<file path="src/rtl/core/isp_pkg.sv">
// ----------------------------------------------------------------------------
// isp_pkg: shared types and constants of the infix-to-postfix converter
// Holds the transfer payload structs, the operator codes, the sequencer
// states and the command/status structs between controller and datapath.
// ----------------------------------------------------------------------------
package isp_pkg;

  localparam int CHAR_W = 8;

  localparam logic [CHAR_W-1:0] CHAR_PLUS  = 8'h2B;
  localparam logic [CHAR_W-1:0] CHAR_MINUS = 8'h2D;
  localparam logic [CHAR_W-1:0] CHAR_STAR  = 8'h2A;
  localparam logic [CHAR_W-1:0] CHAR_SLASH = 8'h2F;

  // Bit 1 of the code set means multiplicative (higher) precedence.
  typedef enum logic [1:0] {
    OP_ADD = 2'd0,
    OP_SUB = 2'd1,
    OP_MUL = 2'd2,
    OP_DIV = 2'd3
  } op_code_t;

  typedef struct packed {
    logic [CHAR_W-1:0] in_char;
    logic              expr_end;
  } in_item_t;

  typedef struct packed {
    logic [CHAR_W-1:0] out_char;
    logic              run_last;
    logic              postfix_end;
    logic              overflow;
  } out_item_t;

  typedef enum logic [1:0] {
    ST_IDLE,
    ST_EMIT_CHAR,
    ST_OP_POP,
    ST_FLUSH
  } state_t;

  typedef struct packed {
    logic load_item;
    logic out_load;
    logic out_sel_top;
    logic out_last;
    logic out_end;
    logic pop;
    logic push;
  } cmd_t;

  typedef struct packed {
    logic in_is_op;
    logic item_end;
    logic item_high;
    logic count_zero;
    logic count_one;
    logic top_ge;
    logic out_free;
  } status_t;

  function automatic logic is_op_char(input logic [CHAR_W-1:0] c);
    return (c == CHAR_PLUS) || (c == CHAR_MINUS) || (c == CHAR_STAR) || (c == CHAR_SLASH);
  endfunction

  function automatic op_code_t char_to_code(input logic [CHAR_W-1:0] c);
    op_code_t code;
    case (c)
      CHAR_MINUS: code = OP_SUB;
      CHAR_STAR:  code = OP_MUL;
      CHAR_SLASH: code = OP_DIV;
      default:    code = OP_ADD;
    endcase
    return code;
  endfunction

  function automatic logic [CHAR_W-1:0] code_to_char(input op_code_t code);
    logic [CHAR_W-1:0] c;
    case (code)
      OP_SUB:  c = CHAR_MINUS;
      OP_MUL:  c = CHAR_STAR;
      OP_DIV:  c = CHAR_SLASH;
      default: c = CHAR_PLUS;
    endcase
    return c;
  endfunction

endpackage

</file>
<file path="src/rtl/core/isp_ctrl.sv">
// ----------------------------------------------------------------------------
// isp_ctrl: sequencer of the infix-to-postfix converter
// Walks each accepted character through emit, pop, push and flush steps
// and issues one command word per cycle to the datapath.
// ----------------------------------------------------------------------------
module isp_ctrl (
  input  logic             clk,
  input  logic             rst,
  input  logic             item_valid,
  output logic             item_stall,
  input  isp_pkg::status_t status,
  output isp_pkg::cmd_t    cmd
);
  import isp_pkg::*;

  state_t state;
  state_t state_next;

  always_ff @(posedge clk) begin
    if (rst) begin
      state <= ST_IDLE;
    end else begin
      state <= state_next;
    end
  end

  always_comb begin
    state_next = state;
    case (state)
      ST_IDLE: begin
        if (item_valid) begin
          state_next = status.in_is_op ? ST_OP_POP : ST_EMIT_CHAR;
        end
      end
      ST_EMIT_CHAR: begin
        if (status.out_free) begin
          state_next = (status.item_end && !status.count_zero) ? ST_FLUSH : ST_IDLE;
        end
      end
      ST_OP_POP: begin
        if (status.count_zero || !status.top_ge) begin
          state_next = status.item_end ? ST_FLUSH : ST_IDLE;
        end
      end
      ST_FLUSH: begin
        if (status.out_free && status.count_one) begin
          state_next = ST_IDLE;
        end
      end
      default: state_next = ST_IDLE;
    endcase
  end

  always_comb begin
    cmd        = '0;
    item_stall = (state != ST_IDLE);
    case (state)
      ST_IDLE: begin
        cmd.load_item = item_valid;
      end
      ST_EMIT_CHAR: begin
        if (status.out_free) begin
          cmd.out_load = 1'b1;
          cmd.out_last = !(status.item_end && !status.count_zero);
          cmd.out_end  = status.item_end && status.count_zero;
        end
      end
      ST_OP_POP: begin
        if (!status.count_zero && status.top_ge) begin
          if (status.out_free) begin
            cmd.out_load    = 1'b1;
            cmd.out_sel_top = 1'b1;
            cmd.pop         = 1'b1;
            cmd.out_last    = !status.item_end && (status.count_one || status.item_high);
          end
        end else begin
          cmd.push = 1'b1;
        end
      end
      ST_FLUSH: begin
        if (status.out_free) begin
          cmd.out_load    = 1'b1;
          cmd.out_sel_top = 1'b1;
          cmd.pop         = 1'b1;
          cmd.out_last    = status.count_one;
          cmd.out_end     = status.count_one;
        end
      end
      default: cmd = '0;
    endcase
  end

endmodule

</file>
<file path="src/rtl/core/isp_datapath.sv">
// ----------------------------------------------------------------------------
// isp_datapath: operator stack, item register and result register
// The stack memory keeps a registered copy of its top entry, refreshed
// every cycle with write-through so that pops can follow back to back.
// ----------------------------------------------------------------------------
module isp_datapath #(
  parameter int STACK_DEPTH = 32
) (
  input  logic              clk,
  input  logic              rst,
  input  isp_pkg::in_item_t item,
  input  isp_pkg::cmd_t     cmd,
  output isp_pkg::status_t  status,
  output logic              result_valid,
  input  logic              result_stall,
  output isp_pkg::out_item_t result
);
  import isp_pkg::*;

  localparam int CW = $clog2(STACK_DEPTH + 1);
  localparam int AW = $clog2(STACK_DEPTH);

  op_code_t          op_mem [STACK_DEPTH];
  op_code_t          top;
  logic [CW-1:0]     count;
  logic [CW-1:0]     count_next;
  logic [CW-1:0]     count_dec_next;
  logic [AW-1:0]     rd_addr;
  logic [AW-1:0]     wr_addr;
  logic              full;
  logic              mem_we;
  logic              ovf;
  logic [CHAR_W-1:0] item_char;
  logic              item_end;
  op_code_t          item_code;

  assign full    = (count == CW'(STACK_DEPTH));
  assign mem_we  = cmd.push && !full;
  assign wr_addr = count[AW-1:0];

  always_comb begin
    count_next = count;
    if (mem_we) begin
      count_next = count + CW'(1);
    end else if (cmd.pop) begin
      count_next = count - CW'(1);
    end
  end

  assign count_dec_next = count_next - CW'(1);
  assign rd_addr        = count_dec_next[AW-1:0];

  always_ff @(posedge clk) begin
    if (mem_we) begin
      op_mem[wr_addr] <= item_code;
    end
    if (mem_we && (wr_addr == rd_addr)) begin
      top <= item_code;
    end else begin
      top <= op_mem[rd_addr];
    end
  end

  always_ff @(posedge clk) begin
    if (rst) begin
      count <= '0;
      ovf   <= 1'b0;
    end else begin
      count <= count_next;
      if (cmd.out_load && cmd.out_end) begin
        ovf <= 1'b0;
      end else if (cmd.push && full) begin
        ovf <= 1'b1;
      end
    end
  end

  always_ff @(posedge clk) begin
    if (cmd.load_item) begin
      item_char <= item.in_char;
      item_end  <= item.expr_end;
      item_code <= char_to_code(item.in_char);
    end
  end

  always_ff @(posedge clk) begin
    if (rst) begin
      result_valid <= 1'b0;
    end else if (cmd.out_load) begin
      result_valid <= 1'b1;
    end else if (!result_stall) begin
      result_valid <= 1'b0;
    end
  end

  always_ff @(posedge clk) begin
    if (cmd.out_load) begin
      result.out_char    <= cmd.out_sel_top ? code_to_char(top) : item_char;
      result.run_last    <= cmd.out_last;
      result.postfix_end <= cmd.out_end;
      result.overflow    <= ovf;
    end
  end

  always_comb begin
    status.in_is_op   = is_op_char(item.in_char);
    status.item_end   = item_end;
    status.item_high  = item_code[1];
    status.count_zero = (count == '0);
    status.count_one  = (count == CW'(1));
    status.top_ge     = top[1] || !item_code[1];
    status.out_free   = !result_valid || !result_stall;
  end

`ifndef SYNTHESIS
  a_count_bound: assert property (@(posedge clk) disable iff (rst)
    count <= CW'(STACK_DEPTH))
    else $error("operator stack count beyond depth");

  a_pop_nonempty: assert property (@(posedge clk) disable iff (rst)
    cmd.pop |-> (count != '0))
    else $error("pop from an empty operator stack");

  a_load_free: assert property (@(posedge clk) disable iff (rst)
    cmd.out_load |-> (!result_valid || !result_stall))
    else $error("result register overwritten while stalled");

  a_end_empties: assert property (@(posedge clk) disable iff (rst)
    (cmd.out_load && cmd.out_end) |=> ((count == '0) && !ovf))
    else $error("stack or overflow flag left set after end of expression");
`endif

endmodule

</file>
<file path="src/rtl/core/infix_to_postfix_converter_unit.sv">
// ----------------------------------------------------------------------------
// infix_to_postfix_converter_unit: shunting-yard infix to postfix converter
// Sequence: each character is captured in the item register. An operand is
// then loaded into the result register; an operator first pops each stacked
// operator of equal or higher precedence to the result register, then is
// pushed. A character that closes the expression is followed by a flush
// of the remaining operators. Every emit or pop waits while the result
// register is stalled. A new character is taken only once the last is done.
// Reset: synchronous; empties the stack, clears overflow and output valid.
// ----------------------------------------------------------------------------
module infix_to_postfix_converter_unit #(
  parameter int STACK_DEPTH = 32
) (
  input  logic               clk,
  input  logic               rst,
  input  logic               item_valid,
  output logic               item_stall,
  input  isp_pkg::in_item_t  item,
  output logic               result_valid,
  input  logic               result_stall,
  output isp_pkg::out_item_t result
);
  import isp_pkg::*;

  // The controller owns the sequence of steps for one character: it takes
  // the transfer, then either emits an operand or runs the operator pop loop
  // followed by a push, and finally flushes the stack when the character
  // closes the expression. It never looks at payload bits directly; it only
  // sees the status summary produced by the datapath.
  cmd_t    cmd;
  status_t status;

  isp_ctrl u_ctrl (
    .clk        (clk),
    .rst        (rst),
    .item_valid (item_valid),
    .item_stall (item_stall),
    .status     (status),
    .cmd        (cmd)
  );

  // The datapath holds the operator stack memory, the captured character,
  // the sticky overflow flag and the result register. The result register
  // decouples the two sides, so a pop proceeds whenever that register is
  // empty or being drained in the same cycle.
  isp_datapath #(
    .STACK_DEPTH (STACK_DEPTH)
  ) u_datapath (
    .clk          (clk),
    .rst          (rst),
    .item         (item),
    .cmd          (cmd),
    .status       (status),
    .result_valid (result_valid),
    .result_stall (result_stall),
    .result       (result)
  );

endmodule
</file>
<file path="config.mk">
export PLATFORM = sky130hd
export DESIGN_NAME = infix_to_postfix_converter_unit
export DESIGN_NICKNAME = d
export VERILOG_FILES = /design/src/rtl/core/isp_pkg.sv /design/src/rtl/core/isp_ctrl.sv /design/src/rtl/core/isp_datapath.sv /design/src/rtl/core/infix_to_postfix_converter_unit.sv
export SDC_FILE = /design/constraint.sdc
export NUM_CORES = 1
export LEC_CHECK = 0
export BUFFER_PORTS_ARGS = -buffer_cell sky130_fd_sc_hd__buf_2
export CORE_AREA = 2 2 98 100
export CTS_BUF_LIST = sky130_fd_sc_hd__clkbuf_8
export DETAILED_ROUTE_END_ITERATION = 6
export DIE_AREA = 0 0 100 102
export PLACE_DENSITY = 0.66
export SLEW_MARGIN = 30
export SYNTH_ARGS = -nofsm -noshare
export SYNTH_HDL_FRONTEND = slang
export SYNTH_SLANG_ARGS = --single-unit
</file>
<file path="constraint.sdc">
create_clock -name clk -period 2.8 [get_ports clk]
set_clock_uncertainty 0.05 [all_clocks]
set_input_delay 0 -clock clk [delete_from_list [all_inputs] [get_ports clk]]
set_output_delay 0 -clock clk [all_outputs]
set_load 0.05 [all_outputs]
</file>
==> results of run 1 <==
## per-stage QoR
stage               power (W)  worst slack, ns   TNS, ns
detailed placement   0.003947          0.05335         0
global route         0.005144         -0.02544  -0.02544
global placement     0.003923           0.1144         0
floorplan            0.003369           0.3692         0
finish               0.004899           0.1280         0
CTS                  0.004826          0.05818         0
## final timing paths
kind / end / slack (ns) / cells past startpoint / from
hold reg to reg: u_datapath.result[0]$_DFFE_PP_ / 0.40 / 0 / u_datapath.ovf$_SDFFE_PP0P_
hold / removal: u_datapath.item_end$_DFFE_PP_ / 0.29 / 2 / item[0]
setup / recovery: flop / 0.13 / 11 / flop
setup reg to reg: flop / 0.13 / 11 / flop
## cells by family after synthesis
| logic type | share of synthesized area (%) |
|---|---|
| adders and majority gates | 1.119 |
| DFF | 64.45 |
| AOI/OAI and AO/OA | 7.105 |
| muxes | 9.315 |
| and+or+nand+nor | 14.15 |
| buffers and inverters | 2.489 |
| xor gates and xnor gates | 1.371 |
## registers in the layout, summed over array words and instances, names as in the netlist, 2 cells and up, named ones only
name                  count
u_datapath.op_mem        64
u_datapath.result        11
u_datapath.item_char      8
u_datapath.count          6
u_ctrl.state              2
u_datapath.item_code      2
## power by group
group | switching (W) | internal, W | total (W)
logic | 0.00121 | 0.000821 | 0.00203
registers | 0.000128 | 0.00186 | 0.00199
clock network | 0.000544 | 0.000339 | 0.000884
## per-layer routing
| layer | GRT usage [%] | share of wire, % | vias to the layer above |
|---|---|---|---|
| met5 | 0 | 0 | - |
| met2 | 30.09 | 48 | 54 |
| met1 | 27.74 | 47 | 1432 |
| met4 | 5.796 | 0.82 | 0 |
| met3 | 4.446 | 4.3 | 9 |
| li1 | - | - | 1378 |
## Yosys cell counts (4+ instances only)
cell      count  area [µm²]
a21oi_1      11       55.05
nand3_1      10       50.05
and2_1        4       25.02
nor2_1       46       172.7
a22oi_1       6       45.04
dfxtp_1      15       300.3
nor2b_1       7       43.79
clkbuf_1      6       22.52
nand2_1      24       90.09
ha_1          4       50.05
mux4_2       10       225.2
nor3_1       13       65.06
o21a_1        4       30.03
edfxtp_1     86        2582
xnor2_1       5       43.79
o21ai_0       6       30.03
inv_1         7       26.28
mux2i_1      18       180.2
## critical path, delay by kind of cell, from the launching register on
family / cells / cell delay [ns]
AND/OR/NAND/NOR: 3 / 0.54
buffers and inverters: 2 / 0.36
XOR/XNOR: 1 / 0.11
AO/OA/AOI/OAI: 4 / 0.82
multiplexers: 1 / 0.29
flip-flops: 1 / 0.40
## repair_timing
| action | 4_1_cts | 5_1_grt |
|---|---|---|
| hold buffers | 12 | 0 |
| setup endpoints to repair | 0 | 49 |
| gates resized for setup | 0 | 8 |
| hold endpoints to repair | 21 | 0 |
## cells in the final DEF (no fill, tap or decap), types with 2 or more instances in the layout
cell | synthesis | routed
a211oi_2 | 1 | 2
a21oi_1 | 11 | 11
a221oi_1 | 3 | 3
a22oi_1 | 6 | 6
a31oi_1 | 2 | 2
and2_1 | 4 | 4
buf_2 | 1 | 25
buf_4 | 0 | 26
clkbuf_8 | 0 | 9
clkinv_4 | 0 | 3
dfxtp_1 | 15 | 13
dfxtp_2 | 0 | 2
dlygate4sd3_1 | 0 | 12
edfxtp_1 | 86 | 86
ha_1 | 4 | 4
inv_1 | 7 | 7
inv_8 | 0 | 2
mux2i_1 | 18 | 16
mux2i_2 | 0 | 2
mux4_2 | 10 | 10
nand2_1 | 24 | 24
nand2b_1 | 3 | 3
nand3_1 | 10 | 10
nand3_2 | 2 | 2
nand3b_1 | 2 | 2
nor2_1 | 46 | 45
nor2b_1 | 7 | 7
nor3_1 | 13 | 13
nor4_1 | 2 | 2
o21a_1 | 4 | 4
o21ai_0 | 6 | 6
or2_2 | 2 | 2
or3_1 | 3 | 3
or3b_2 | 2 | 2
or4_1 | 2 | 2
xnor2_1 | 5 | 5
xor2_1 | 2 | 2
## cell type report
type / instances / share of cell area [%]
clock buffer: 9 / 2.369
multi-input combinational: 213 / 28.69
tap: 111 / 2.656
sequential: 101 / 55.18
clock inverter: 6 / 1.101
timing repair buffer: 66 / 9.500
inverter: 7 / 0.5025
==> impl_results.md, run 1 <==
- Crit path kind: flop to flop
- Fill cells: 731
- Root Driver: clkbuf_8
- GRT Util Overall: 19.41%
- Max-cap viol count: 0
- Slowest stage delay, CP: 0.40 ns
- Synthesized Nets: 350
- Worst path required time: 3.01 ns
- Hold Crit Class: input port to flop
- NumNets Final: 415
- Die area: 10200 µm²
- Starting Density: 49.11%
- Hpwl dp: 6601 µm
- Synthesized area: 4473 µm²
- Static leakage: 1.890 nW
- Cts bufs inserted: 9
- H-tree depth: 3
- Ports: 26
- Crit end category: flop
- Max clock buf depth: 2
- Sink Count: 101
- Seq. cell area: 2885 µm²
- Max FO, Critical Path: 12
- Placed Area: 4867 µm²
- Ys Warns: 0
- DRC viols: 0
- TritonCTS clock tree: yes
- Vias in the first global route: 2790
- Number of antenna violations at the first check in global routing: 0
- Mapped Cells: 333
- Die Width: 100 µm
- Min Tclk post-route: 2.672 ns
- Final Hold Vio Count: 0
- Placed instance count: 484
- Wire per inst: 18.65 µm
- Drt total wl: 9565 µm
- Clk_lat worst skew: 0.38 ns
- Port bufs: 25
- Drt first pass iters: 5
- Slowest cell on crit path: dfxtp_2
- Crit share post-route: 95.43%
- Reg clk slew, reported paths: 0.10 ns
- Seq/Total Area, Yosys: 64.45%
- Unique masters post-synth: 51
- Synth-to-Final Area Change: 16.89%
- Count of pins over their slew limit: 0
- Util after Layout: 57.40%
- WP data arrival: 2.88 ns
- Share of cells above drive strength 1: 24.63%
- Largest net degree at the start of global routing: 34
- EDFF count, synth: 86
- Seq cells post-synth: 101
- Hold slack: 0.2871 ns
- Routed vias/inst: 5.600
- Non-Filler Instances: 513
- Synth Flop Type: edfxtp_1
- Worst-margin pin slew: 0.4957 ns
- CP Launch Type: flop
- Slew headroom: 66.95%
- DR iter-0 viols: 234
- Std cell rows: 35
- Max VDD drop: 0.0004363 V
- Fin area: 5229 µm²
- Final setup fails: 0
- Post-CTS Setup Bufs: 0
- Vias: 2873
- Total grt overflow: 0
- Crit-path cells: buf_12 > mux2i_1 > a211oi_2 > nand3_2 > nand2_4 > o31ai_4 > buf_4 > a21oi_1 > or3_1 > a222oi_1 > xnor2_1
- Post-synth ARST share: 0%
- Outcome: finished, final reports clean
- Multi-input gate area: 1500 µm²
- CORE AREA: 9109 µm²
- Post-route antenna net violation count: 0
- Pwr Density: 936.9 nW/µm²
- First-pass GRT wire length: 14720 µm
- ANT cells: 0
- Gpl congestion: 0.8430
- Mean Syn Cell Area: 13.43 µm²
- DIE HEIGHT: 102 µm
- Achievable Freq: 374.2 MHz
(Power assumes the default switching activity.)
==> inputs of run 2 (changes only) <==
--- a/config.mk
+++ b/config.mk
@@ -6,11 +6,14 @@
 export NUM_CORES = 1
 export LEC_CHECK = 0
 export BUFFER_PORTS_ARGS = -buffer_cell sky130_fd_sc_hd__buf_2
+export CELL_PAD_IN_SITES_DETAIL_PLACEMENT = 1
+export CELL_PAD_IN_SITES_GLOBAL_PLACEMENT = 1
 export CORE_AREA = 2 2 98 100
 export CTS_BUF_LIST = sky130_fd_sc_hd__clkbuf_8
 export DETAILED_ROUTE_END_ITERATION = 6
 export DIE_AREA = 0 0 100 102
-export PLACE_DENSITY = 0.66
+export MAX_ROUTING_LAYER = met4
+export PLACE_DENSITY_LB_ADDON = 0.1
 export SLEW_MARGIN = 30
 export SYNTH_ARGS = -nofsm -noshare
 export SYNTH_HDL_FRONTEND = slang
==> impl_results.md, run 2 (same netlist as run 1, synthesis figures left out) <==
- Static leakage: 1.922 nW
- Starting Density: 49.11%
- Worst path required time: 2.81 ns
- Psw: 0.001996 W
- Sw Share: 38.41%
- Final setup fails: 0
- Port bufs: 25
- Post-route antenna net violation count: 0
- Logic pwr share: 43.0%
- CORE AREA: 9109 µm²
- Leading cell type in the layout, fill and taps excluded: edfxtp_1
- Achievable Freq: 371.3 MHz
- Worst Slack Setup Final: 0.1069 ns
- Outcome: finished, final reports clean
- Number of antenna violations at the first check in global routing: 0
- Max VDD drop: 0.0004804 V
- Cts bufs inserted: 9
- Worst-margin pin slew: 0.4941 ns
- DRC viols: 0
- Root Driver: clkbuf_8
- Hold slack: 0.01677 ns
- Number of flip-flops under the largest register name: 64
- Final Hold Vio Count: 0
- Share of cells above drive strength 1: 26.85%
- ANT cells: 0
- Slowest cell on crit path: dfxtp_4
- GRT Util Overall: 22.25%
- Reg clk slew, reported paths: 0.10 ns
- Vias: 2982
- TNS Setup: 0 ns
- R2R depth: 10
- Cells on Worst Hold Path: 3
- NumNets Final: 418
- Placed Area: 4875 µm²
- Synth-to-Final Area Change: 19.36%
- Most frequent cells in the layout: edfxtp_1 (86), nor2_1 (44), buf_4 (29)
- Max clock buf depth: 2
- Drt total wl: 11120 µm
- Die area: 10200 µm²
- Largest net degree at the start of global routing: 34
- DIE HEIGHT: 102 µm
- Min Tclk post-route: 2.693 ns
- First-pass GRT wire length: 16430 µm
- Hold Crit Class: input port to flop
- Die Width: 100 µm
- Pwr Density: 973.5 nW/µm²
- Pint: 0.003201 W
- Slowest stage delay, CP: 0.42 ns
- CP Launch Type: flop
- Slew headroom: 67.06%
- Gpl congestion: 0.8990
- TritonCTS clock tree: yes
- Place WS: -0.04478 ns
- Ports: 26
- Crit-path cells: clkbuf_16 > mux2i_1 > a211oi_2 > nand3_2 > nand2_4 > o31a_1 > nor2_2 > nand2_1 > buf_4 > nor2_1
- H-tree depth: 3
- Std cell rows: 35
- Crit end category: flop
- Vias in the first global route: 3032
- Drt first pass iters: 4
- Clock power share: 18.4%
- Max FO, Critical Path: 6
- WP data arrival: 2.71 ns
- Crit share post-route: 96.18%
- Hpwl dp: 7461 µm
- Clk_lat worst skew: 0.37 ns
- Wire per inst: 21.51 µm
- Sink Count: 101
- Fin area: 5339 µm²
- Top Registers: u_datapath.op_mem (64), u_datapath.result (11), u_datapath.item_char (8)
- Reg with most FFs: u_datapath.op_mem
- Total grt overflow: 0
- Crit path kind: flop to flop
- Max-cap viol count: 0
- Count of pins over their slew limit: 0
- Routed vias/inst: 5.768
- Sequential Power Share: 38.7%
- DR iter-0 viols: 138
[run 2: cell types whose count changed in the layout (fill, tap and decap cells not counted), sizes merged]
| cell | change |
|---|---|
| buf | +3 |
| bufinv | +1 |
| clkbuf | +1 |
| dlygate4sd3 | -1 |
[run 2: path summary, 6_finish.rpt]
path	startpoint	to	slack (ns)
worst min-delay path	item_valid	u_ctrl.state[1]$_SDFFE_PP0P_	0.02
worst min register to register	u_datapath.ovf$_SDFFE_PP0P_	u_datapath.result[0]$_DFFE_PP_	0.42
worst max register to register	flop	u_datapath.op_mem[22][0]$_DFFE_PP_	0.11
worst max-delay path	flop	u_datapath.op_mem[22][0]$_DFFE_PP_	0.11
[run 2: cell type report]
type                            count  area, µm²
Clock buffer                        9      123.9
Clock inverter                      7      81.33
Fill cell                         921       3770
Inverter                            7      26.28
Multi-Input combinational cell    213       1541
Sequential cell                   101       2889
Tap cell                          111      138.9
Timing Repair Buffer               69      538.0
[run 2: what timing repair did]
| item | in CTS | in global routing |
|---|---|---|
| hold endpoints to repair | 21 | 0 |
| pin swaps | 1 | 3 |
| hold buffers | 11 | 0 |
| gates resized for setup | 1 | 16 |
| buffers inserted | 1 | 1 |
| cloned | 0 | 2 |
| endpoints found under the setup margin | 23 | 44 |
[run 2: routing by layer]
metal / vias up / GRT usage, % / routed length, µm
met1: 1508 / 30.40 / 5103
met2: 68 / 35.55 / 5450
met5: - / - / 0
met4: 0 / 5.163 / 176
met3: 17 / 3.557 / 393
li1: 1389 / - / -
[run 2: critical path, delay by kind of cell, from the launching register on]
kind | cells | cell delay (ns)
simple gates | 5 | 0.84
compound gates | 2 | 0.45
flops | 1 | 0.42
buf+inv | 2 | 0.39
mux | 1 | 0.24
[run 2: per-stage QoR]
step,util (%),cells,total power (W)
2_1_floorplan,-,333,0.003369
3_3_place_gp,53.52,485,0.003985
3_5_place_dp,53.52,485,0.004023
4_1_cts,57.09,513,0.005014
5_1_grt,58.61,517,0.005438
6_report,58.61,517,0.005197
[run 2: power groups by stage]
stage / logic (W) / clock network (W) / registers, W
after global routing: 0.00238 / 0.00102 / 0.00203
after global placement: 0.00196 / 0 / 0.00203
after detailed placement: 0.00199 / 0 / 0.00204
after CTS: 0.00204 / 0.000973 / 0.00200
final: 0.00223 / 0.000954 / 0.00201
after floorplan: 0.00120 / 0 / 0.00217
